## config.mk

```make
export PLATFORM = sky130hd
export DESIGN_NAME = csc_ctrl
export DESIGN_NICKNAME = d
export VERILOG_FILES = /design/src/rtl/csc_pkg.sv /design/src/rtl/csc_ctrl.sv
export SDC_FILE = /design/constraint.sdc
export NUM_CORES = 1
export LEC_CHECK = 0
export ABC_AREA = 1
export BUFFER_PORTS_ARGS = -buffer_cell sky130_fd_sc_hd__buf_2
export CORE_AREA = 3 3 40 42
export DETAILED_ROUTE_END_ITERATION = 10
export DIE_AREA = 0 0 43 45
export PLACE_DENSITY = 0.63
export SLEW_MARGIN = 25
export SYNTH_ARGS = -nofsm -noshare
export SYNTH_HDL_FRONTEND = slang
export SYNTH_SLANG_ARGS = --single-unit
```

## constraint.sdc

```tcl
create_clock -name i_clk -period 1.4 [get_ports i_clk]
set_input_delay 0.14 -clock i_clk [delete_from_list [all_inputs] [get_ports i_clk]]
set_output_delay 0.14 -clock i_clk [all_outputs]
set_load 0.1 [all_outputs]
```

## src/rtl/csc_pkg.sv

```systemverilog
`timescale 1ns / 1ps
// ----------------------------------------------------------------------------
// csc_pkg: shared types and constants for the calendar/seconds converter
// Transaction payloads, pipeline control bundle, reciprocal constants used
// for the divide-by-constant steps, and the month offset table.
// ----------------------------------------------------------------------------
package csc_pkg;

    // Direction codes carried in the op field
    localparam logic OP_TO_CAL = 1'b0;
    localparam logic OP_TO_SEC = 1'b1;

    // Register stages in each conversion datapath (output register not counted)
    localparam int NUM_STAGES = 8;

    // Last count that still lands in year 9999
    localparam logic [38:0] MAX_SECONDS = 39'd315537897599;

    // 2^39 - 86400: one day before the epoch, wrapped
    localparam logic [38:0] NEG_DAY_SECS = 39'd549755727488;

    // Reciprocals: floor(x / C) == (x * RECIP_C) >> SHIFT over the value range used
    localparam logic [32:0] RECIP_675    = 33'd6515624461;  // shift 42, x < 2^32
    localparam logic [22:0] RECIP_146097 = 23'd7525902;     // shift 40, x < 2^22
    localparam logic [15:0] RECIP_3600   = 16'd37283;       // shift 27, x < 86400
    localparam logic [12:0] RECIP_60     = 13'd4370;        // shift 18, x < 3600
    localparam logic [15:0] RECIP_1461   = 16'd45934;       // shift 26, x < 36525
    localparam logic [13:0] RECIP_100    = 14'd10486;       // shift 20, x < 2^14

    typedef struct packed {
        logic        op;
        logic [38:0] in_seconds;
        logic [13:0] in_year;
        logic [3:0]  in_month;
        logic [4:0]  in_day;
        logic [4:0]  in_hour;
        logic [5:0]  in_minute;
        logic [5:0]  in_sec;
    } t_req;

    typedef struct packed {
        logic [38:0] out_seconds;
        logic [13:0] out_year;
        logic [3:0]  out_month;
        logic [4:0]  out_day;
        logic [4:0]  out_hour;
        logic [5:0]  out_minute;
        logic [5:0]  out_sec;
        logic        range_error;
    } t_rsp;

    // Calendar fields leaving the seconds-to-calendar datapath
    typedef struct packed {
        logic [13:0] year;
        logic [3:0]  month;
        logic [4:0]  day;
        logic [4:0]  hour;
        logic [5:0]  minute;
        logic [5:0]  sec;
        logic        err;
    } t_cal;

    // Per-stage load enables and occupancy; the last bit is the output register
    typedef struct packed {
        logic [NUM_STAGES:0] load;
        logic [NUM_STAGES:0] valid;
    } t_pipe_ctrl;

    // Days in the year before the first of month m; months past twelve
    // count the whole year, month zero counts nothing
    function automatic logic [8:0] month_offset(input logic [3:0] m, input logic leap);
        logic [8:0] base;
        unique case (m)
            4'd0, 4'd1: base = 9'd0;
            4'd2:       base = 9'd31;
            4'd3:       base = 9'd59;
            4'd4:       base = 9'd90;
            4'd5:       base = 9'd120;
            4'd6:       base = 9'd151;
            4'd7:       base = 9'd181;
            4'd8:       base = 9'd212;
            4'd9:       base = 9'd243;
            4'd10:      base = 9'd273;
            4'd11:      base = 9'd304;
            4'd12:      base = 9'd334;
            default:    base = 9'd365;
        endcase
        return base + 9'((m > 4'd2) && leap);
    endfunction

endpackage

```

## src/rtl/csc_ctrl.sv

```systemverilog
`timescale 1ns / 1ps
// ----------------------------------------------------------------------------
// csc_ctrl: pipeline occupancy and flow control
// Tracks a valid bit per stage and derives per-stage load enables so that
// empty stages keep filling while the output is stalled.
// ----------------------------------------------------------------------------
module csc_ctrl (
    input  logic                  i_clk,
    input  logic                  i_rst_n,
    input  logic                  i_in_valid,
    input  logic                  i_out_ready,
    output logic                  o_in_ready,
    output csc_pkg::t_pipe_ctrl   o_ctrl
);
    import csc_pkg::*;

    logic [NUM_STAGES:0] r_valid;
    logic [NUM_STAGES:0] n_valid;
    logic [NUM_STAGES:0] w_load;

    // A stage loads when it is empty or its content moves on this cycle
    always_comb begin
        w_load[NUM_STAGES] = !r_valid[NUM_STAGES] || i_out_ready;
        for (int k = NUM_STAGES - 1; k >= 0; k--) begin
            w_load[k] = !r_valid[k] || w_load[k + 1];
        end
    end

    always_comb begin
        n_valid = r_valid;
        if (w_load[0]) begin
            n_valid[0] = i_in_valid;
        end
        for (int k = 1; k <= NUM_STAGES; k++) begin
            if (w_load[k]) begin
                n_valid[k] = r_valid[k - 1];
            end
        end
    end

    always_ff @(posedge i_clk) begin
        if (!i_rst_n) begin
            r_valid <= '0;
        end else begin
            r_valid <= n_valid;
        end
    end

    assign o_in_ready   = w_load[0];
    assign o_ctrl.load  = w_load;
    assign o_ctrl.valid = r_valid;
endmodule

```

# Word-level counts from Yosys, hierarchy flattened
# Cells that the tools add are included.
[word_totals]
ram_bits = 0
output_inout_bits = 19
rom_bits = 0
ff_bits = 9
elab_cells = 27
mem_count = 0
latchBits = 0
[classes]
multipliers = 0
n_shift = 0
n_mux = 0
bitwise_logic = 0
addsub = 0
n_eq_ne = 0
reduce_logical = 18
n_lt_le_gt_ge = 0
div = 0
[ops]
columns = ["cell", "count"]
rows = [
  ["$logic_not A1 Y1", 9],
  ["$logic_or A1 B1 Y1", 9],
]

# Longest topological paths before layout
[logic_depth]
word_depth = 10
mapped_depth = 7

# Worst setup path after synthesis
# OpenSTA, ideal clock, no wires.
[synth_path]
path_kind = "flip-flop to output port"
start = "reg r_valid[8]"
end = "out o_ctrl[9] (netlist bit)"
path_stages_with_launch = 7
arrival_time_ns = 3.721
slack_ns = -2.461
path_cell_list = "dfxtp_1 nand3_2 nor2_4 nand4_4 nor2_4 nand3_2 buf_4"
[synth_rtl]
columns = ["item", "line_no", "text"]
rows = [
  ["from (decl)", "csc_ctrl.sv:17", "logic [NUM_STAGES:0] r_valid;"],
  ["from (signal assigned)", "csc_ctrl.sv:45", "r_valid <= n_valid;"],
  ["to (decl)", "csc_ctrl.sv:13", "output csc_pkg::t_pipe_ctrl o_ctrl"],
]

==> out/results.ini <==
[clock_tree]
numCtsBuffers=3
cts_tree=built
holdBufCountCts=0
cts_buffer_depth=2
root_buffer=clkbuf_4
cts.sink_count=9
clk_latency_ns=0.26
path_clk_slew_ns=0.06
h-tree-depth=1

[finish]
layout_commonest_cell=buf_2
largest-register=r_valid
num-fill-cells=110
multi_input_area_um2=161
largest_reg_flops=9
largestRegisters=r_valid x9
nNetsFinal=81
postLayoutCellArea_um2=749
layout-drive-gt1-share=0.658
antennaDiodeCount=0
layout_common_cells=buf_2, inv_1, buf_4
seq_area_um2=191
layout-area-overhead-vs-synth_pct=106

[die]
die_area_um2=1940
core-area_um2=1280
initial_core_util=0.283
die_y_um=45
ios=23
rows=13
die_x_um=43

[timing]
setup_slack_ns=-0.157
finalSetupViolCount=8
setup_tns_ns=-0.890
finalClockSkew_ns=0.00528
worst_pin_slew_ns=0.490
fin_crit_sh=1.11
holdWs_ns=0.107
max_freq_ghz=0.642
finalCriticalPeriod_ns=1.56
finalHoldViolCount=0
relSlewSlack=0.675
rsz0062_at_grt=yes
drv_slew=0

[detailed_routing]
drc=0
routed_wirelength_um=1080
wl_met1_um=414
ant_nets=0
first_pass_iters=4
drt-initial-drc-count=7
route.met2.wl_um=564
met3WireLength_um=83
wl_per_cell_um=11.9
num_vias=401
avgViaCountPerCell=4.41
routed.top_layer=met4

[yosys]
ys_ff_latch=9
netlist_area_um2=364
synth_top_family_by_area=simple AND/OR/NAND/NOR gates
synth_cells=41
synth_compound_area_frac=0.117
yosysSeqAreaShare=0.495
synth-simple-area-share=0.244
synth_xor_area_frac=0
synth_cell_types=12
synth_fa_ha_area_frac=0
avgSynthCellArea_um2=8.88
ys_warn_count=0
synthMuxAreaShare=0
synth_nets=45

[pwr]
powerDensity_nw_per_um2=693
leakage_nw=0.361
finalPower_mw=0.519
ir_drop_mv=0.369

[grt]
grt_max_degree=9
antenna_found_initial=0
gr-total-overflow=0
grt_pass1_vias=342
grt_use_total=0.112
grt_pass1_wl_um=1550

[placed_design]
gp_congestion=0.657
place_area_um2=559
io_buffer_count=22
dp_hpwl_um=714
dp_slack_ns=-0.00323

[worst_setup_path]
critical_path.top_delay_family=simple AND/OR/NAND/NOR gates
path_cells=nand3_4 -> nor2_4 -> nand4_4 -> nor2_4 -> nand3_4 -> buf_6
crit_path_top_delay_cell=dfxtp_4
required_ns=1.26
critPathLaunchType=flip-flop
critPathCaptureType=output pin
critical_path_class=flip-flop to output pin
crit_buf_inv=1
arrival_ns=1.42
cp_slowest_stage_delay_ns=0.36
path_max_fanout=4

[worst_hold_path]
hp-class=input pin to flip-flop

[job]
cap_violations=0

[run_status]
failed_checks=setup timing
status=finished with violations

synth_stat cells:
| master | count | area [um2] |
|---|---|---|
| nand2_1 | 3 | 11.3 |
| inv_2 | 1 | 3.75 |
| nor2_1 | 2 | 7.51 |
| a21oi_1 | 7 | 35.0 |
| nor2_4 | 2 | 22.5 |
| o21a_1 | 1 | 7.51 |
| nand3_2 | 2 | 20.0 |
| nor2_2 | 1 | 6.26 |
| inv_1 | 11 | 41.3 |
| nand4_4 | 1 | 21.3 |
| buf_4 | 1 | 7.51 |
| dfxtp_1 | 9 | 180 |
cell families (layout without fill, tap and decap cells):
family | Yosys count | after routing
AOI/OAI and AO/OA | 8 | 8
buffers and inverters | 13 | 48
and+or+nand+nor | 11 | 11
DFF | 9 | 9
per-layer routing:
metal  track usage  vias up
li1              -      197
met1         0.126      185
met2         0.186       17
met3        0.0319        2
met4        0.0723        0
met5             0        -
report_power, final:
part,leakage (nW),total (mW),internal [mW],switching [mW]
registers,0.0762,0.263,0.257,0.00578
clock network,0.0150,0.203,0.110,0.0931
logic,0.269,0.0536,0.00878,0.0448
layout make-up:
cell class                 count  share of cell area
timing repair buffer          32               0.409
clock buffer                   4              0.0351
tap                           15              0.0250
sequential                     9               0.255
multi-input combinational     19               0.215
inverter                      12              0.0601
stage by stage:
step                 util  std cells
floorplan               -         41
global placement    0.435         78
detailed placement  0.435         78
CTS                 0.549         88
global route        0.583         91
finish              0.583         91
repair_timing:
action	in CTS	in global routing
buffers inserted	6	4
setup endpoints to repair	7	8
pin swaps	2	1
gates resized for setup	22	6
endpoints found under the hold margin	0	0
worst paths after layout:
check / cells past startpoint / start / endpoint / slack (ns)
worst min register to register: 2 / r_valid[7]$_SDFFE_PN0P_ / r_valid[8]$_SDFFE_PN0P_ / 0.49
worst max register to register: 7 / r_valid[7]$_SDFFE_PN0P_ / r_valid[0]$_SDFFE_PN0P_ / 0.11
worst max-delay path: 6 / r_valid[7]$_SDFFE_PN0P_ / o_ctrl[9] / -0.16
worst min-delay path: 3 / i_in_valid / r_valid[0]$_SDFFE_PN0P_ / 0.11
worst reg2reg max path, cell delays in order (launching register included):
cell	delay (ns)
dfxtp_4	0.36
nand3_4	0.09
nor2_4	0.12
nand4_4	0.11
nor2_4	0.16
nand3_4	0.11
buf_4	0.15
a21oi_1	0.13
Power figures use the tool's default switching activity.
