===== src/rtl/csc_pkg.sv =====
`timescale 1ns / 1ps
// ----------------------------------------------------------------------------
// csc_pkg: shared types and constants for the calendar/seconds converter
// Transaction payloads, pipeline control bundle, reciprocal constants used
// for the divide-by-constant steps, and the month offset table.
// ----------------------------------------------------------------------------
package csc_pkg;

    // Direction codes carried in the op field
    localparam logic OP_TO_CAL = 1'b0;
    localparam logic OP_TO_SEC = 1'b1;

    // Register stages in each conversion datapath (output register not counted)
    localparam int NUM_STAGES = 8;

    // Last count that still lands in year 9999
    localparam logic [38:0] MAX_SECONDS = 39'd315537897599;

    // 2^39 - 86400: one day before the epoch, wrapped
    localparam logic [38:0] NEG_DAY_SECS = 39'd549755727488;

    // Reciprocals: floor(x / C) == (x * RECIP_C) >> SHIFT over the value range used
    localparam logic [32:0] RECIP_675    = 33'd6515624461;  // shift 42, x < 2^32
    localparam logic [22:0] RECIP_146097 = 23'd7525902;     // shift 40, x < 2^22
    localparam logic [15:0] RECIP_3600   = 16'd37283;       // shift 27, x < 86400
    localparam logic [12:0] RECIP_60     = 13'd4370;        // shift 18, x < 3600
    localparam logic [15:0] RECIP_1461   = 16'd45934;       // shift 26, x < 36525
    localparam logic [13:0] RECIP_100    = 14'd10486;       // shift 20, x < 2^14

    typedef struct packed {
        logic        op;
        logic [38:0] in_seconds;
        logic [13:0] in_year;
        logic [3:0]  in_month;
        logic [4:0]  in_day;
        logic [4:0]  in_hour;
        logic [5:0]  in_minute;
        logic [5:0]  in_sec;
    } t_req;

    typedef struct packed {
        logic [38:0] out_seconds;
        logic [13:0] out_year;
        logic [3:0]  out_month;
        logic [4:0]  out_day;
        logic [4:0]  out_hour;
        logic [5:0]  out_minute;
        logic [5:0]  out_sec;
        logic        range_error;
    } t_rsp;

    // Calendar fields leaving the seconds-to-calendar datapath
    typedef struct packed {
        logic [13:0] year;
        logic [3:0]  month;
        logic [4:0]  day;
        logic [4:0]  hour;
        logic [5:0]  minute;
        logic [5:0]  sec;
        logic        err;
    } t_cal;

    // Per-stage load enables and occupancy; the last bit is the output register
    typedef struct packed {
        logic [NUM_STAGES:0] load;
        logic [NUM_STAGES:0] valid;
    } t_pipe_ctrl;

    // Days in the year before the first of month m; months past twelve
    // count the whole year, month zero counts nothing
    function automatic logic [8:0] month_offset(input logic [3:0] m, input logic leap);
        logic [8:0] base;
        unique case (m)
            4'd0, 4'd1: base = 9'd0;
            4'd2:       base = 9'd31;
            4'd3:       base = 9'd59;
            4'd4:       base = 9'd90;
            4'd5:       base = 9'd120;
            4'd6:       base = 9'd151;
            4'd7:       base = 9'd181;
            4'd8:       base = 9'd212;
            4'd9:       base = 9'd243;
            4'd10:      base = 9'd273;
            4'd11:      base = 9'd304;
            4'd12:      base = 9'd334;
            default:    base = 9'd365;
        endcase
        return base + 9'((m > 4'd2) && leap);
    endfunction

endpackage


===== src/rtl/csc_to_sec.sv =====
`timescale 1ns / 1ps
// ----------------------------------------------------------------------------
// csc_to_sec: calendar-to-seconds datapath
// Five computing stages (century counts, day count, day total, day scaling,
// final sum) followed by delay stages to match the other direction.
// ----------------------------------------------------------------------------
module csc_to_sec (
    input  logic                              i_clk,
    input  logic [csc_pkg::NUM_STAGES-1:0]    i_load,
    input  logic [13:0]                       i_year,
    input  logic [3:0]                        i_month,
    input  logic [4:0]                        i_day,
    input  logic [4:0]                        i_hour,
    input  logic [5:0]                        i_minute,
    input  logic [5:0]                        i_sec,
    output logic [38:0]                       o_seconds
);
    import csc_pkg::*;

    localparam int DLY_DEPTH = NUM_STAGES - 5;

    // stage 1
    logic [13:0] w_n;
    logic [27:0] w_py;
    logic [27:0] w_pn;
    logic [13:0] r1_year;
    logic [13:0] r1_n;
    logic [7:0]  r1_qy;
    logic [7:0]  r1_qn;
    logic [3:0]  r1_month;
    logic [4:0]  r1_day;
    logic [4:0]  r1_hour;
    logic [5:0]  r1_min;
    logic [5:0]  r1_sec;
    // stage 2
    logic [13:0] w_yc;
    logic        w_cent;
    logic        w_leap;
    logic [22:0] w_days;
    logic [22:0] r2_days;
    logic [8:0]  r2_mo;
    logic [4:0]  r2_day;
    logic [4:0]  r2_hour;
    logic [5:0]  r2_min;
    logic [5:0]  r2_sec;
    // stage 3
    logic [24:0] w_dm1;
    logic [16:0] w_tod;
    logic        r3_dneg;
    logic [23:0] r3_dlow;
    logic [16:0] r3_tod;
    // stage 4
    logic [40:0] w_pd;
    logic [38:0] r4_prod;
    logic [16:0] r4_tod;
    // stage 5 and delay line
    logic [38:0] r5_total;
    logic [38:0] r_dly [DLY_DEPTH];

    // Stage 1: year / 100 for the leap rule, (year - 1) / 100 for the day count
    assign w_n  = i_year - 14'd1;
    assign w_py = 28'(i_year) * 28'(RECIP_100);
    assign w_pn = 28'(w_n) * 28'(RECIP_100);

    always_ff @(posedge i_clk) begin
        if (i_load[0]) begin
            r1_year  <= i_year;
            r1_n     <= w_n;
            r1_qy    <= w_py[27:20];
            r1_qn    <= w_pn[27:20];
            r1_month <= i_month;
            r1_day   <= i_day;
            r1_hour  <= i_hour;
            r1_min   <= i_minute;
            r1_sec   <= i_sec;
        end
    end

    // Stage 2: days before the year, days before the month
    assign w_yc   = 14'(r1_qy) * 14'd100;
    assign w_cent = (r1_year == w_yc);
    assign w_leap = ((r1_year[1:0] == 2'b00) && !w_cent) || (w_cent && (r1_qy[1:0] == 2'b00));
    assign w_days = 23'(r1_n) * 23'd365 + 23'(r1_n[13:2]) - 23'(r1_qn) + 23'(r1_qn[7:2]);

    always_ff @(posedge i_clk) begin
        if (i_load[1]) begin
            // year zero shares the base of year one
            r2_days <= (r1_year == 14'd0) ? 23'd0 : w_days;
            r2_mo   <= month_offset(r1_month, w_leap);
            r2_day  <= r1_day;
            r2_hour <= r1_hour;
            r2_min  <= r1_min;
            r2_sec  <= r1_sec;
        end
    end

    // Stage 3: whole days elapsed (may be minus one), seconds into the day
    assign w_dm1 = 25'(r2_days) + 25'(r2_mo) + 25'(r2_day) - 25'd1;
    assign w_tod = 17'(r2_hour) * 17'd3600 + 17'(r2_min) * 17'd60 + 17'(r2_sec);

    always_ff @(posedge i_clk) begin
        if (i_load[2]) begin
            r3_dneg <= w_dm1[24];
            r3_dlow <= w_dm1[23:0];
            r3_tod  <= w_tod;
        end
    end

    // Stage 4: scale days to seconds, wrap the minus-one-day case
    assign w_pd = 41'(r3_dlow) * 41'd86400;

    always_ff @(posedge i_clk) begin
        if (i_load[3]) begin
            r4_prod <= r3_dneg ? NEG_DAY_SECS : w_pd[38:0];
            r4_tod  <= r3_tod;
        end
    end

    // Stage 5: final sum, modulo 2^39
    always_ff @(posedge i_clk) begin
        if (i_load[4]) begin
            r5_total <= r4_prod + 39'(r4_tod);
        end
    end

    // Hold the result in step with the calendar direction
    always_ff @(posedge i_clk) begin
        if (i_load[5]) begin
            r_dly[0] <= r5_total;
        end
        for (int k = 1; k < DLY_DEPTH; k++) begin
            if (i_load[5 + k]) begin
                r_dly[k] <= r_dly[k - 1];
            end
        end
    end

    assign o_seconds = r_dly[DLY_DEPTH - 1];
endmodule

===== config.mk =====
export PLATFORM = sky130hd
export DESIGN_NAME = csc_to_sec
export DESIGN_NICKNAME = d
export VERILOG_FILES = /design/src/rtl/csc_pkg.sv /design/src/rtl/csc_to_sec.sv
export SDC_FILE = /design/constraint.sdc
export NUM_CORES = 1
export LEC_CHECK = 0
export ABC_CLOCK_PERIOD_IN_PS = 22400
export BUFFER_PORTS_ARGS = -buffer_cell sky130_fd_sc_hd__clkbuf_2
export CORE_ASPECT_RATIO = 0.7
export CORE_MARGIN = 5
export CORE_UTILIZATION = 60
export DETAILED_ROUTE_END_ITERATION = 7
export PLACE_DENSITY = 0.75
export REMOVE_ABC_BUFFERS = 1
export SLEW_MARGIN = 10
export SYNTH_ARGS = -nofsm -noshare
export SYNTH_HDL_FRONTEND = slang
export SYNTH_SLANG_ARGS = --single-unit

===== constraint.sdc =====
create_clock -name i_clk -period 22.4 [get_ports i_clk]
set_input_delay 4.48 -clock i_clk [delete_from_list [all_inputs] [get_ports i_clk]]
set_output_delay 4.48 -clock i_clk [all_outputs]
set_load 0.03 [all_outputs]

### Word level (Yosys, flattened, before mapping)

Memory sizes are Yosys's and may differ from the RTL's. A register that Yosys moved wholly into a read port is not among the register bits.
Cells that the tools add are included.

| operators by class | value |
|---|---|
| multiplexer cells | 8 |
| eq/ne operators | 1 |
| magnitude comparators | 1 |
| $add $sub $neg | 11 |
| $mul | 7 |
| reductions and logical operators | 8 |

Operators with widths:

| operator | number |
|---|---|
| 14-bit by 13-bit multiplier with 27-bit output, second input constant | 2 |
| 39-bit by 17-bit adder with 39-bit output | 1 |
| 24-bit by 10-bit multiplier with 32-bit output, second input constant | 1 |
| 24-bit by 5-bit adder with 25-bit output | 1 |
| 25-bit by 1-bit subtractor with 25-bit output, second input constant | 1 |
| 23-bit by 9-bit adder with 24-bit output | 1 |
| 23-bit by 12-bit adder with 23-bit output | 1 |
| 23-bit by 6-bit adder with 23-bit output | 1 |
| 14-bit by 9-bit multiplier with 23-bit output, second input constant | 1 |
| 23-bit by 8-bit subtractor with 23-bit output | 1 |
| 17-bit by 12-bit adder with 17-bit output | 1 |
| 17-bit by 6-bit adder with 17-bit output | 1 |
| 14-bit == test | 1 |
| 14-bit logical NOT | 1 |
| 14-bit by 1-bit subtractor with 14-bit output, second input constant | 1 |
| 5-bit by 8-bit multiplier with 13-bit output, second input constant | 1 |
| 8-bit by 5-bit multiplier with 12-bit output, second input constant | 1 |
| 6-bit by 4-bit multiplier with 10-bit output, second input constant | 1 |
| 9-bit by 1-bit adder with 9-bit output | 1 |
| 9-bit 2-to-1 mux | 1 |
| 1-bit 2-to-1 mux | 6 |
| 4-bit by 2-bit > comparator with 1-bit output, second input constant | 1 |
| 2-bit logical NOT | 2 |
| 4-bit 2-to-1 mux | 1 |
| other kinds (3) | 5 |

| word-level totals | value |
|---|---|
| bits of input ports | 49 |
| bits in read-only memories | 144 |
| register bits | 261 |
| bits in writable memories | 117 |
| memories kept | 2 |
| output and inout port bits | 39 |

Memories:

| memory | words | width | read ports | clocked after Yosys merged registers in | write ports | line | RTL |
|---|---|---|---|---|---|---|---|
| (name not given) | 16 | 9 | 1 | 1 | 0 | csc_pkg.sv:73 | `unique case (m)` |
| r_dly | 3 | 39 | 3 | 0 | 3 | csc_to_sec.sv:58 | `logic [38:0] r_dly [DLY_DEPTH];` |

### Logic depth before layout (Yosys ltp)

Gate-level depths: netlist (run 1).

| logic depth | value |
|---|---|
| word-level depth | 7 |
| depth in mapped cells | 28 |
| gate-level depth less buffers | 28 |

### Worst setup path after synthesis (run 1)

OpenSTA, ideal clock, no wires.

| timing | value |
|---|---|
| path type | input -> register |
| start point | input i_year[1] |
| end point | register r1_qn[7], data pin |
| stages on the path | 27 |
| setup slack | 11.566 ns |
| data arrival time | 10.572 ns |
| cells stage by stage | inv_1 -> ha_1 -> a21boi_0 -> o21ai_0 -> nand2_1 -> nand2_1 -> a21boi_0 -> nand3_1 -> xnor2_1 -> ha_1 -> ha_1 -> inv_1 -> fa_1 -> inv_1 -> fa_1 -> inv_1 -> fa_1 -> inv_1 -> ha_1 -> and3_1 -> o21ai_0 -> nand4_1 -> o211ai_1 -> nor3_1 -> or3_1 -> o31ai_1 -> xnor2_1 |

| between the ends | value |
|---|---|
| cells in the longest elaborated chain, start to end | 2 |

Ends and longest elaborated chain:

| element | line | RTL |
|---|---|---|
| from (decl) | csc_to_sec.sv:10 | `input logic [13:0] i_year,` |
| 14-bit by 1-bit subtractor with 14-bit output | csc_to_sec.sv:61 | `assign w_n = i_year - 14'd1;` |
| named net w_n[13] | csc_to_sec.sv:23 | `logic [13:0] w_n;` |
| 14-bit by 13-bit multiplier with 27-bit output | csc_to_sec.sv:63 | `assign w_pn = 28'(w_n) * 28'(RECIP_100);` |
| named net w_pn[27] | csc_to_sec.sv:25 | `logic [27:0] w_pn;` |
| to (signal assigned) | csc_to_sec.sv:70 | `r1_qn <= w_pn[27:20];` |
| to (decl) | csc_to_sec.sv:29 | `logic [7:0] r1_qn;` |

The timed path passes the listed nets, and every way through them passes these cells.
A chain may end at the register's enable or synchronous reset.

### Final worst setup path (run 1)

| timing | value |
|---|---|
| start point | input i_year[2] |
| end point | register r1_qn[7], data pin |

The elaborated chain is that of the path after synthesis.

==> results.md, run 1 <==
- The flow ran to the end, and the final reports show no timing, DRC or antenna violations.
- The starting DRC count in detailed routing is 1237.
- The delay of the slowest critical-path stage is 600 ps.
- The worst register-to-register path has a setup slack of 16800 ps.
- The post-CTS setup buffer count is 0.
- The maximum fanout along the worst path is 8.
- The root cell of the clock tree is sky130_fd_sc_hd__clkbuf_16.
- Sorting the synthesized cells by area gives the leading types as sky130_fd_sc_hd__edfxtp_1 (35%), sky130_fd_sc_hd__ha_1 (21%), sky130_fd_sc_hd__fa_1 (17%), sky130_fd_sc_hd__inv_1 (7.8%), sky130_fd_sc_hd__xnor2_1 (3.1%).
- The number of synthesis warnings is 0.
- The area enclosed by the die boundary is 0.0586 mm^2.
- After filler insertion, the fill cell instance count of the layout stands at 4147.
- Timing would allow up to 88.9 MHz.
- The die boundary height is between 200 and 250 um.
- The first detailed-routing pass took 6 iterations.
- The critical path is of the input pin to flip-flop type.
- The cell with the largest stage delay on the worst path is sky130_fd_sc_hd__xnor2_1.
- For the worst setup path, the data required time is 22680 ps.
- Clock skew on the completed layout was measured at 16.3 ps.
- The first global-routing pass estimated 103000 um of wire.
- In this run the horizontal extent of the chip is between 200 and 300 um.
- The global-route usage over all layers is 21.4%.
- Counting flops with an async set or reset pin after synthesis yields a share of 0%.
- The number of hold violations in the final report is 0.
- The worst setup path is launched from an input pin.
- The prevailing post-synth register cell is sky130_fd_sc_hd__edfxtp_1.
- The cell count after synthesis came out at 2825.
- After legalization and detailed placement, the total HPWL measured 50200 um.
- The initial standard-cell utilization of the core is 60.3%.
- Setup repair after global routing left no endpoint under its margin.
- The average cell area after synthesis is 11.4 um^2.
- The repair_antennas step left the layout with diodes totalling 0.
- The number of I/O pins is 88.
- The total clock sinks is 380.
- Gates resized during post-CTS repair numbered 0.
- The source-to-sink clock delay at the later pin of the worst-skew pair is 550 ps.
- Adding up every negative setup slack in the final design gives 0 ps.
- For this design, the CTS-stage hold fixing added 0 buffers.
- The sequential area share after synthesis is roughly a third.
- The CTS tree is yes.
- The combined area of all synthesized cells is 0.0323 mm^2.
- The number of global-route vias before repair is 20600.
- The largest total area in the synthesized netlist belongs to sky130_fd_sc_hd__edfxtp_1.
- The H-tree generated during clock tree synthesis spans 2 levels.
- The weighted congestion reported at the end of routability-driven placement is 0.900.
- For the pin with the worst max-slew slack, the measured transition is around 1100 ps.
- The detailed-route via count is between 15000 and 20000.
- Summed over all layers, the routed wires come to roughly 60000 um.
- At the worst endpoint, the arrival time is 11520 ps.
- After synthesis, the largest area contributor takes up 34.5% of total cell area.
- For the finished layout, the period the worst path requires is 11240 ps.
- The CTS clock-pin slew for the worst setup and hold paths is roughly 60 ps.
- sky130_fd_sc_hd__inv_1 is the most common cell in the netlist.
- In this run, synthesis produced a sequential element count of 380.
- The floorplan has 71 rows.
- The wire length per cell after detailed routing is 16.5 um.
- For this run, design rule violations remaining after detail routing come to 0.
- In the routed layout, each cell is associated on average with a via count of 5.32.
- Setup violations remaining at the end of the flow were counted as 0.
- The synthesized netlist contains 74 unique library cells.
- The pin count of the biggest net entering global routing is 55.
- Cells with a size suffix above 1 make up 5.74% of the layout.
- The worst setup path is captured at a flip-flop.
- The number of clock buffers added by TritonCTS is 36.
- The count of pins over their slew limit is 0.
- For this run, the share of the core covered by cells in the final layout is 64.4%.
- The total area inside the core boundary comes to about 0.053 mm^2.
- In the synthesized netlist, the cells that appear most often are sky130_fd_sc_hd__inv_1 (671), sky130_fd_sc_hd__ha_1 (544), sky130_fd_sc_hd__edfxtp_1 (371), sky130_fd_sc_hd__fa_1 (279), sky130_fd_sc_hd__xnor2_1 (114).
- Across the run, the number of max-cap violations was 0.
- The total congestion overflow is 0.
- Input and output buffers added on the ports amount to 87.
- Among the stages of the critical path, the cell type that occurs most often is sky130_fd_sc_hd__inv_1.
- Relative to the synthesized area, the layout overhead comes to 6.86%.
- The number of enable flip-flop cells after synthesis is 371.
- The min-delay analysis places its worst path in the category flip-flop to flip-flop.
- The number of antenna violations at the first check in global routing is 1.
- In this run the tightest slew margin relative to its limit is 24.5%.
- The worst path uses between 50% and 60% of the clock period.
- In the final design database the tool counted 3772 nets.
- The detail route stage leaves a number of antenna-violating nets equal to 0.
- The clock passes through at most 3 buffers.
-- worst max-delay path: cells and delay by family --
family,cells,cell delay (ps)
AO/OA/AOI/OAI,6,1600
AND/OR/NAND/NOR,7,1120
buffers and inverters,7,930
adder cells (fa/ha/maj),7,2680
XOR/XNOR,2,700
-- layer usage --
| layer | vias up | routed length [um] | GRT usage [%] |
|---|---|---|---|
| met5 | - | 7 | 0 |
| met4 | 2 | 960 | 3.96 |
| met3 | 75 | 3170 | 3.33 |
| met2 | 410 | 27300 | 34.4 |
| met1 | 9489 | 28900 | 31.6 |
| li1 | 9484 | - | - |
-- sequential cells by signal (all words and copies together), names as in the netlist, named ones only --
signal,count
r1_year,14
r4_prod,32
r2_days,23
r5_total,39
r2_min,6
r1_sec,6
r1_hour,5
r_dly,117
r2_hour,5
r1_qn,8
r3_dlow,24
r2_day,5
r1_day,5
r1_n,14
r2_sec,6
r3_tod,17
r1_month,4
r1_qy,8
r1_min,6
r2_mo,9
r4_tod,17
r3_dneg,1
-- cells in the final DEF, fill, tap and decap left out, types with 4 or more instances in the layout --
cell                        netlist  final
sky130_fd_sc_hd__a21oi_1         96     96
sky130_fd_sc_hd__nor2b_1         22     22
sky130_fd_sc_hd__clkbuf_2         0     86
sky130_fd_sc_hd__ha_1           544    544
sky130_fd_sc_hd__o31ai_1          4      4
sky130_fd_sc_hd__a211oi_1        21     21
sky130_fd_sc_hd__nand2b_1        13     13
sky130_fd_sc_hd__o211ai_1         8      8
sky130_fd_sc_hd__nand4_1         25     25
sky130_fd_sc_hd__a21boi_0         6      6
sky130_fd_sc_hd__or3_1            9      9
sky130_fd_sc_hd__or2_2            6      6
sky130_fd_sc_hd__a31o_2           4      4
sky130_fd_sc_hd__clkbuf_1        15     10
sky130_fd_sc_hd__nand2_1         83     83
sky130_fd_sc_hd__xor2_1          49     49
sky130_fd_sc_hd__o21ai_0         64     64
sky130_fd_sc_hd__and3_1           8      8
sky130_fd_sc_hd__xnor2_1        114    114
sky130_fd_sc_hd__o21bai_1        20     20
sky130_fd_sc_hd__a31oi_1         15     15
sky130_fd_sc_hd__nor3b_1          4      4
sky130_fd_sc_hd__buf_4           39      8
sky130_fd_sc_hd__edfxtp_1       371    371
sky130_fd_sc_hd__o31a_1           4      4
sky130_fd_sc_hd__and4_1           4      4
sky130_fd_sc_hd__fa_1           279    279
sky130_fd_sc_hd__o21a_1          18     18
sky130_fd_sc_hd__and2_1          10     10
sky130_fd_sc_hd__bufinv_16        0      4
sky130_fd_sc_hd__inv_1          671    671
sky130_fd_sc_hd__clkinv_1         0      6
sky130_fd_sc_hd__nor2_1         103    103
sky130_fd_sc_hd__dfxtp_1          9      9
sky130_fd_sc_hd__clkbuf_16        0     36
sky130_fd_sc_hd__mux2i_1          8      8
sky130_fd_sc_hd__nand3_1         29     29
sky130_fd_sc_hd__nor4_1           8      8
sky130_fd_sc_hd__nor3_1          37     37
sky130_fd_sc_hd__a21o_1          49     49
-- layout make-up --
type | instances | area [um^2] | area share (%)
Multi-Input combinational cell | 1717 | 18100 | 52.4
Sequential cell | 380 | 11300 | 32.8
Inverter | 671 | 2520 | 7.31
Clock buffer | 46 | 938 | 2.72
Tap cell | 730 | 913 | 2.65
Timing Repair Buffer | 94 | 490 | 1.42
Clock inverter | 18 | 224 | 0.650
-- final timing paths --
path	from	to	depth (start not counted)
max	i_year[2]	r1_qn[7]	29
min	r_dly[0][50]	r_dly[0][89]	0
max reg2reg	r1_n[5]	r2_days[20]	15
min reg2reg	r_dly[0][50]	r_dly[0][89]	0
-- through the flow --
stage | hold slack, ps | setup slack (ps) | area [um^2] | std cells
3_5_place_dp | 405 | 10700 | 33300 | 3592
6_report | 407 | 11160 | 34500 | 3656
4_1_cts | 409 | 11240 | 34500 | 3656
5_1_grt | 420 | 10660 | 34500 | 3656
2_1_floorplan | 400 | 11570 | 31900 | 2768
3_3_place_gp | 400 | 10790 | 33300 | 3592
-- logic make-up (layout without fill, tap and decap cells) --
group / Yosys count / count (layout) / share of synthesized area, %
xor gates and xnor gates: 163 / 163 / 4.43
adders and majority gates: 823 / 823 / 38.4
buffers and inverters: 728 / 829 / 8.93
AOI/OAI and AO/OA: 345 / 345 / 7.00
DFF: 380 / 380 / 35.1
and+or+nand+nor: 375 / 375 / 5.74
muxes: 11 / 11 / 0.388
Power of run 1 is not shown: default switching activity piles up to over one toggle a cycle in this logic, so the estimate is an artifact.
==> inputs of run 2 (changes only) <==
ABC_CLOCK_PERIOD_IN_PS = 11240   (was 22400)
clock period = 11.24 ns   (was 22.4 ns; I/O delays follow)
==> results.md, run 2 (synthesis results as in run 1) <==
- The CTS tree is yes.
- The total congestion overflow is 0 (unchanged).
- The initial standard-cell utilization of the core is 60.3% (unchanged).
- The startpoint identified for the worst hold timing path is r_dly[0][65].
- The final layout net count is 3773 (+0.027%).
- The wire length per cell after detailed routing is 16.6 um (+0.45%).
- The filler cell count in the final layout was 4133 (-0.34%).
- The count of buffers from port buffering is 87 (unchanged).
- The kind of capture point of the worst setup path is a flip-flop.
- The number of violations of the max-capacitance limit is 0 (unchanged).
- The detailed-route wire length was 60700 um (+0.53%).
- The most numerous cell type found on the critical path is sky130_fd_sc_hd__inv_1.
- The placement row count is 71 (unchanged).
- The slew at the pin closest to its max-slew limit is 1100 ps (-30.6 ps).
- CTS placed an instance of sky130_fd_sc_hd__clkbuf_16 at the clock tree root.
- The worst register-to-register path begins at r1_n[7].
- The most common cell after layout, fill and taps aside is sky130_fd_sc_hd__inv_1.
- The width of the die came to 287 um (unchanged).
- The count of pins over their slew limit is 0 (unchanged).
- The critical path data arrival time is 9260 ps (-2260 ps).
- The startpoint kind of the worst setup timing path is an input pin.
- The number of I/O pins was 88 (unchanged).
- The run finished with clean final reports.
- The number of CTS-inserted buffers is 37 (+2.8%).
- The pin count of the biggest net entering global routing came to 55 (unchanged).
- The number of buffers added to fix hold violations after cts is 0 (unchanged).
- Tracing the worst setup path back leads to its startpoint at i_year[2].
- The source-to-sink clock delay at the later pin of the worst-skew pair is 560 ps (about the same).
- The largest registers in the layout are r_dly (117), r5_total (39), r4_prod (32).
- The area enclosed by the die boundary is 0.0586 mm^2 (unchanged).
- The clock skew after layout was 17.0 ps (+0.672 ps).
- The final HPWL from detailed placement was 50200 um (about the same).
- The total clock sinks came to 380 (unchanged).
- The worst-case clock buffer depth was 3 (unchanged).
- The maximum fanout along the worst path is 8 (unchanged).
- The die boundary height was 204 um (unchanged).
- The post-cts resize count is 0 (unchanged).
- The startpoint-to-endpoint class of the critical path is input pin to flip-flop.
- The post-CTS setup buffer count is 0 (unchanged).
- The post-route clock period utilization is between 70% and 80%.
- The level count of the clock H-tree is 2 (unchanged).
- The weighted congestion reported at the end of routability-driven placement was 0.902 (+0.27%).
- The met2 global-route usage is 34.5% (+0.10 points).
- The flip-flop count of the largest register, all copies and words added was 117 (unchanged).
- The number of hold violations in the final report is 0 (unchanged).
- The CTS clock-pin slew for the worst setup and hold paths came to 60 ps (about the same).
- The delay of the slowest critical-path stage was 550 ps (-50 ps).
- The remaining antenna violation count after routing is 0 (unchanged).
- In the layout the commonest cells are sky130_fd_sc_hd__inv_1 (671), sky130_fd_sc_hd__ha_1 (544), sky130_fd_sc_hd__edfxtp_1 (371).
- Derived from the worst setup path, the maximum achievable clock frequency is approximately 110 MHz.
- The data required time at the worst endpoint came to 11550 ps (-11130 ps).
- The met3 global-route usage is 4.04% (+0.70 points).
- Compared with the post-synthesis result, the final layout area differs by 7.12%.
- The starting DRC count in detailed routing is 1238 (+0.081%).
- The count of inserted antenna diode cells is 0 (unchanged).
- The total iterations of the first detailed-routing run is 5 (-1).
- Setup repair after global routing left no endpoint under its margin.
- The number of antenna violations at the first check in global routing is 1 (unchanged).
- The global-route usage over all layers was 21.5% (+0.12 points).
- The layer flagged by global routing as most heavily used is met2.
- The number of design rule violations left after detail routing came to 0 (unchanged).
- The floorplan core area was 0.0535 mm^2 (unchanged).
- The register with the highest flop count is r_dly.
- The total setup violations reported at the end of the flow is 0 (unchanged).
- The path class of the lowest-slack min-delay path is flip-flop to flip-flop.
- The ratio of cells with drive above 1 in the final layout is 5.87% (+0.13 points).
- The cell with the largest stage delay on the worst path is sky130_fd_sc_hd__xnor2_1.
- The number of global-route vias before repair is 20500 (-0.25%).
- The total negative setup slack is 0 ps (unchanged).
- The headroom to the max-slew limit is 24.5% (-0.058 points).
- The met1 capacity usage during global routing is 31.7% (+0.13 points).
- The global-route wire length before repair was 103000 um (+0.29%).
- The smallest clock period supported by the final layout is computed as 8950 ps.
- The detailed-route via count was 19500 (+0.13%).
- The via density per instance was 5.33 (about the same).
## run 2: cell types whose count changed in the layout (fill, tap and decap cells not counted)
cell	previous run	this run
sky130_fd_sc_hd__bufinv_16	4	3
sky130_fd_sc_hd__clkbuf_1	10	8
sky130_fd_sc_hd__clkbuf_16	36	39
sky130_fd_sc_hd__clkbuf_8	0	1
sky130_fd_sc_hd__clkinv_1	6	7
sky130_fd_sc_hd__clkinv_16	0	1
sky130_fd_sc_hd__clkinvlp_4	3	2
sky130_fd_sc_hd__inv_4	0	1
## run 2: path summary, 6_finish.rpt
path | end | slack (ps) | cells after the start
setup / recovery | r1_qn[7] | 2290 | 29
hold / removal | r_dly[0][104] | 400 | 0
hold reg to reg | r_dly[0][104] | 400 | 0
setup reg to reg | r2_days[20] | 5570 | 16
## run 2: area by class of cell
type	instances	area, um^2	area share (%)
inverter	671	2520	7.29
clock buffer	48	1020	2.95
timing repair buffer	94	490	1.42
clock inverter	19	226	0.655
sequential	380	11300	32.8
multi-input combinational	1717	18100	52.3
tap	730	913	2.64
## run 2: per-stage QoR
step                      util [%]  area (um^2)  cells  hold WS, ps  setup slack (ps)
after detailed placement      62.3        33300   3592          405              1730
after global routing          64.6        34600   3659          402              1710
after global placement        62.3        33300   3592          400              1850
after floorplan                  -        31900   2768          400              2640
final                         64.6        34600   3659          402              2290
after CTS                     64.6        34600   3659          401              2290
## run 2: layer usage
metal  wire [um]  vias up  share of wire [%]
met5           7        -              0.012
met4         860        2                1.4
met3        3550       66                5.8
met2       27800      428                 46
met1       28500     9498                 47
li1            -     9491                  -
## run 2: critical path, delay by kind of cell
| kind | cells | cell delay, ps |
|---|---|---|
| XOR/XNOR | 2 | 640 |
| AO/OA/AOI/OAI | 6 | 1660 |
| AND/OR/NAND/NOR | 7 | 1110 |
| buffers and inverters | 7 | 930 |
| adder cells (fa/ha/maj) | 7 | 2670 |
Power of run 2 is left out for the same reason.
==> inputs of run 3 (changes only) <==
ABC_AREA = 1   (was default)
ABC_CLOCK_PERIOD_IN_PS = 9400   (was 11240)
clock period = 9.4 ns   (was 11.24 ns; I/O delays follow)
==> results.md, run 3 <==
- The combined area of all synthesized cells is 0.0346 mm^2 (+7.2%).
- For this run, the leading register cell type out of synthesis is sky130_fd_sc_hd__edfxtp_1.
- The flow ran to the end, and the final reports show no timing, DRC or antenna violations.
- The number of hold violations in the final report came to 0 (unchanged).
- The average cell area after synthesis is 9.63 um^2 (-16%).
- The number of CTS-inserted buffers is 39 (+5.4%).
- The number of buffers added to fix hold violations after cts is 0 (unchanged).
- The clock skew after layout is 24.5 ps (+7.49 ps).
- The register with the highest flop count is r_dly.
- The weighted congestion reported at the end of routability-driven placement is 0.951 (+5.5%).
- The wire length per cell after detailed routing is 16.3 um (-1.8%).
- The number of antenna violations at the first check in global routing is 0 (-1).
- The CTS tree is yes.
- Setup repair after global routing left no endpoint under its margin.
- By area the synthesized netlist is led by sky130_fd_sc_hd__edfxtp_1 (32%), sky130_fd_sc_hd__ha_1 (20%), sky130_fd_sc_hd__fa_1 (16%), sky130_fd_sc_hd__inv_1 (9.5%), sky130_fd_sc_hd__nand2_1 (6.0%).
- The most common cell after layout, fill and taps aside is sky130_fd_sc_hd__inv_1.
- The startpoint kind of the worst setup timing path is an input pin.
- The starting DRC count in detailed routing is 1778 (+44%).
- The initial standard-cell utilization of the core is 60.8% (+0.44 points).
- The utilization after layout was 64.8% (+0.20 points).
- The final layout net count is 4548 (+21%).
- The worst hold path cell count is 0 (unchanged).
- The share of the synthesized area in the top cell type is 32.2% (-2.3 points).
- The path class of the tightest hold or removal check is flip-flop to flip-flop.
- The root cell of the clock tree is sky130_fd_sc_hd__clkbuf_16.
- The floorplan core area is 0.0569 mm^2 (+6.4%).
- The maximum clock frequency is ~130 MHz.
- Summed over all instances, the cell type with the most area after synthesis is sky130_fd_sc_hd__edfxtp_1.
- The count of buffers from port buffering is 87 (unchanged).
- The number of global-route vias before repair came to 23100 (+13%).
- The number of I/O pins is 88 (unchanged).
- The post-cts resize count was 0 (unchanged).
- The kind of capture point of the worst setup path is a flip-flop.
- The largest registers in the layout are r_dly (117), r5_total (39), r4_prod (32).
- The number of design rule violations left after detail routing is 0 (unchanged).
- The number of violations of the max-capacitance limit is 0 (unchanged).
- The pre-CTS worst setup slack was 1270 ps (-464 ps).
- The detailed-route via count is 23300 (+20%).
- The die boundary height is 211 um (+3.4%).
- The headroom to the max-slew limit is 23.5% (-0.97 points).
- The final HPWL from detailed placement is 60300 um (+20%).
- The worst-case clock buffer depth is 3 (unchanged).
- Of the available clock period, the critical path in the final layout requires 79.9%.
- The total congestion overflow is 0 (unchanged).
- The flip-flop count of the largest register, all copies and words added is 117 (unchanged).
- The worst setup path is of the input pin to flip-flop kind.
- The worst setup margin is 1890 ps (-399 ps).
- The distinct cell type count after synthesis was 49 (-34%).
- The source-to-sink clock delay at the later pin of the worst-skew pair is 570 ps (about the same).
- By count the netlist is led by sky130_fd_sc_hd__inv_1 (873), sky130_fd_sc_hd__nand2_1 (554), sky130_fd_sc_hd__ha_1 (544), sky130_fd_sc_hd__edfxtp_1 (371), sky130_fd_sc_hd__fa_1 (279).
- The total clock sinks is 380 (unchanged).
- The total of flip-flops plus latches after synthesis is 380 (unchanged).
- The remaining antenna violation count after routing is 0 (unchanged).
- The placement row count is 73 (+2.8%).
- The maximum fanout along the worst path is 8 (unchanged).
- The ratio of cells with drive above 1 in the final layout is 5.16% (-0.72 points).
- The share of synthesized flip-flops with an asynchronous set or reset is 0% (unchanged).
- Compared with the post-synthesis result, the final layout area differs by 6.67%.
- The total negative setup slack came to 0 ps (unchanged).
- The number of synthesis warnings is 0 (unchanged).
- The critical path data arrival time is 7830 ps (-1430 ps).
- The slew at the pin closest to its max-slew limit is 1140 ps (+34.1 ps).
- The count of pins over their slew limit is 0 (unchanged).
- The pin count of the biggest net entering global routing is 62 (+13%).
- The count of inserted antenna diode cells came to 0 (unchanged).
- The library cells used most frequently in the layout, excluding fill and tap cells, are sky130_fd_sc_hd__inv_1 (873), sky130_fd_sc_hd__nand2_1 (554), sky130_fd_sc_hd__ha_1 (544).
- The CTS clock-pin slew for the worst setup and hold paths is 70 ps (about the same).
- The global-route wire length before repair is 120000 um (+17%).
- The via density per instance is 5.24 (-1.7%).
- The global-route usage over all layers is 23.7% (+2.1 points).
- The length in cells of the worst reg-to-reg path is 19 (+3).
- In the post-synthesis netlist, the cell with the most instances is sky130_fd_sc_hd__inv_1.
- The total setup violations reported at the end of the flow is 0 (unchanged).
- The level count of the clock H-tree was 2 (unchanged).
- The data required time at the worst endpoint is 9720 ps (-1830 ps).
- The post-route minimum period is ~7500 ps.
- The area enclosed by the die boundary is 0.0626 mm^2 (+6.9%).
- The number of enable flip-flop cells after synthesis is 371 (unchanged).
- The gate count of the mapped netlist was 3588 (+27%).
- The detailed-route wire length was 72500 um (+20%).
- The post-CTS setup buffer count came to 0 (unchanged).
- The width of the die is 297 um (+3.4%).
- The total iterations of the first detailed-routing run is 6 (+1).
- The sequential area share after synthesis was 32.7% (-2.4 points).
[run 3: layer usage]
| metal | part of all wire, % | global-route usage, % | vias up |
|---|---|---|---|
| met5 | 0 | 0 | - |
| met4 | 1.3 | 3.70 | 0 |
| met3 | 7.2 | 4.51 | 66 |
| met2 | 43 | 36.3 | 667 |
| met1 | 49 | 36.2 | 11000 |
| li1 | - | - | 11600 |
[run 3: worst max-delay path: stages]
cell                       delay [ps]
sky130_fd_sc_hd__clkbuf_2         190
sky130_fd_sc_hd__inv_1            180
sky130_fd_sc_hd__ha_1             240
sky130_fd_sc_hd__nand2_1           80
sky130_fd_sc_hd__nand2_2           70
sky130_fd_sc_hd__nand2_2           60
sky130_fd_sc_hd__nand2_2           60
sky130_fd_sc_hd__nand2_2           80
sky130_fd_sc_hd__nand2_4           80
sky130_fd_sc_hd__nand2_4           90
sky130_fd_sc_hd__nand2_4           60
sky130_fd_sc_hd__inv_2             70
sky130_fd_sc_hd__nand3_1          110
sky130_fd_sc_hd__xor2_1           870
sky130_fd_sc_hd__fa_1             550
sky130_fd_sc_hd__ha_1             310
sky130_fd_sc_hd__fa_1             480
sky130_fd_sc_hd__inv_1             60
sky130_fd_sc_hd__fa_1             500
sky130_fd_sc_hd__fa_1             540
sky130_fd_sc_hd__inv_1             40
sky130_fd_sc_hd__ha_1             310
sky130_fd_sc_hd__nand2_1           90
sky130_fd_sc_hd__nor2_1           250
sky130_fd_sc_hd__nand3_1          100
sky130_fd_sc_hd__or2_2            310
sky130_fd_sc_hd__nand4_1           90
sky130_fd_sc_hd__nand2_1           50
[run 3: metrics by stage]
step | area [um^2] | instances | hold WS [ps]
finish | 36900 | 4454 | 411
global route | 36900 | 4454 | 422
CTS | 36900 | 4454 | 408
detailed placement | 35700 | 4385 | 405
global placement | 35700 | 4385 | 401
floorplan | 34300 | 3543 | 400
[run 3: path summary, 6_finish.rpt]
path	from	slack (ps)	to
setup / recovery	i_year[1]	1890	r1_qn[4]
hold / removal	r5_total[14]	410	r_dly[0][14]
setup reg to reg	r1_n[7]	4250	r2_days[20]
hold reg to reg	r5_total[14]	410	r_dly[0][14]
[run 3: final cells by class]
type	count	area [um^2]
sequential	380	11300
clock buffer	47	1050
inverter	877	3290
timing repair buffer	92	475
fill	4576	20000
clock inverter	22	161
multi-input combinational	2286	19600
tap	750	938
[run 3: cells by family after synthesis]
family	Yosys count	synth area share [%]
compound gates	334	5.40
xor+xnor	119	3.15
buf+inv	922	10.4
simple gates	1010	12.4
flops	380	32.7
fa+ha+maj	823	35.8
Power of run 3 is left out for the same reason.
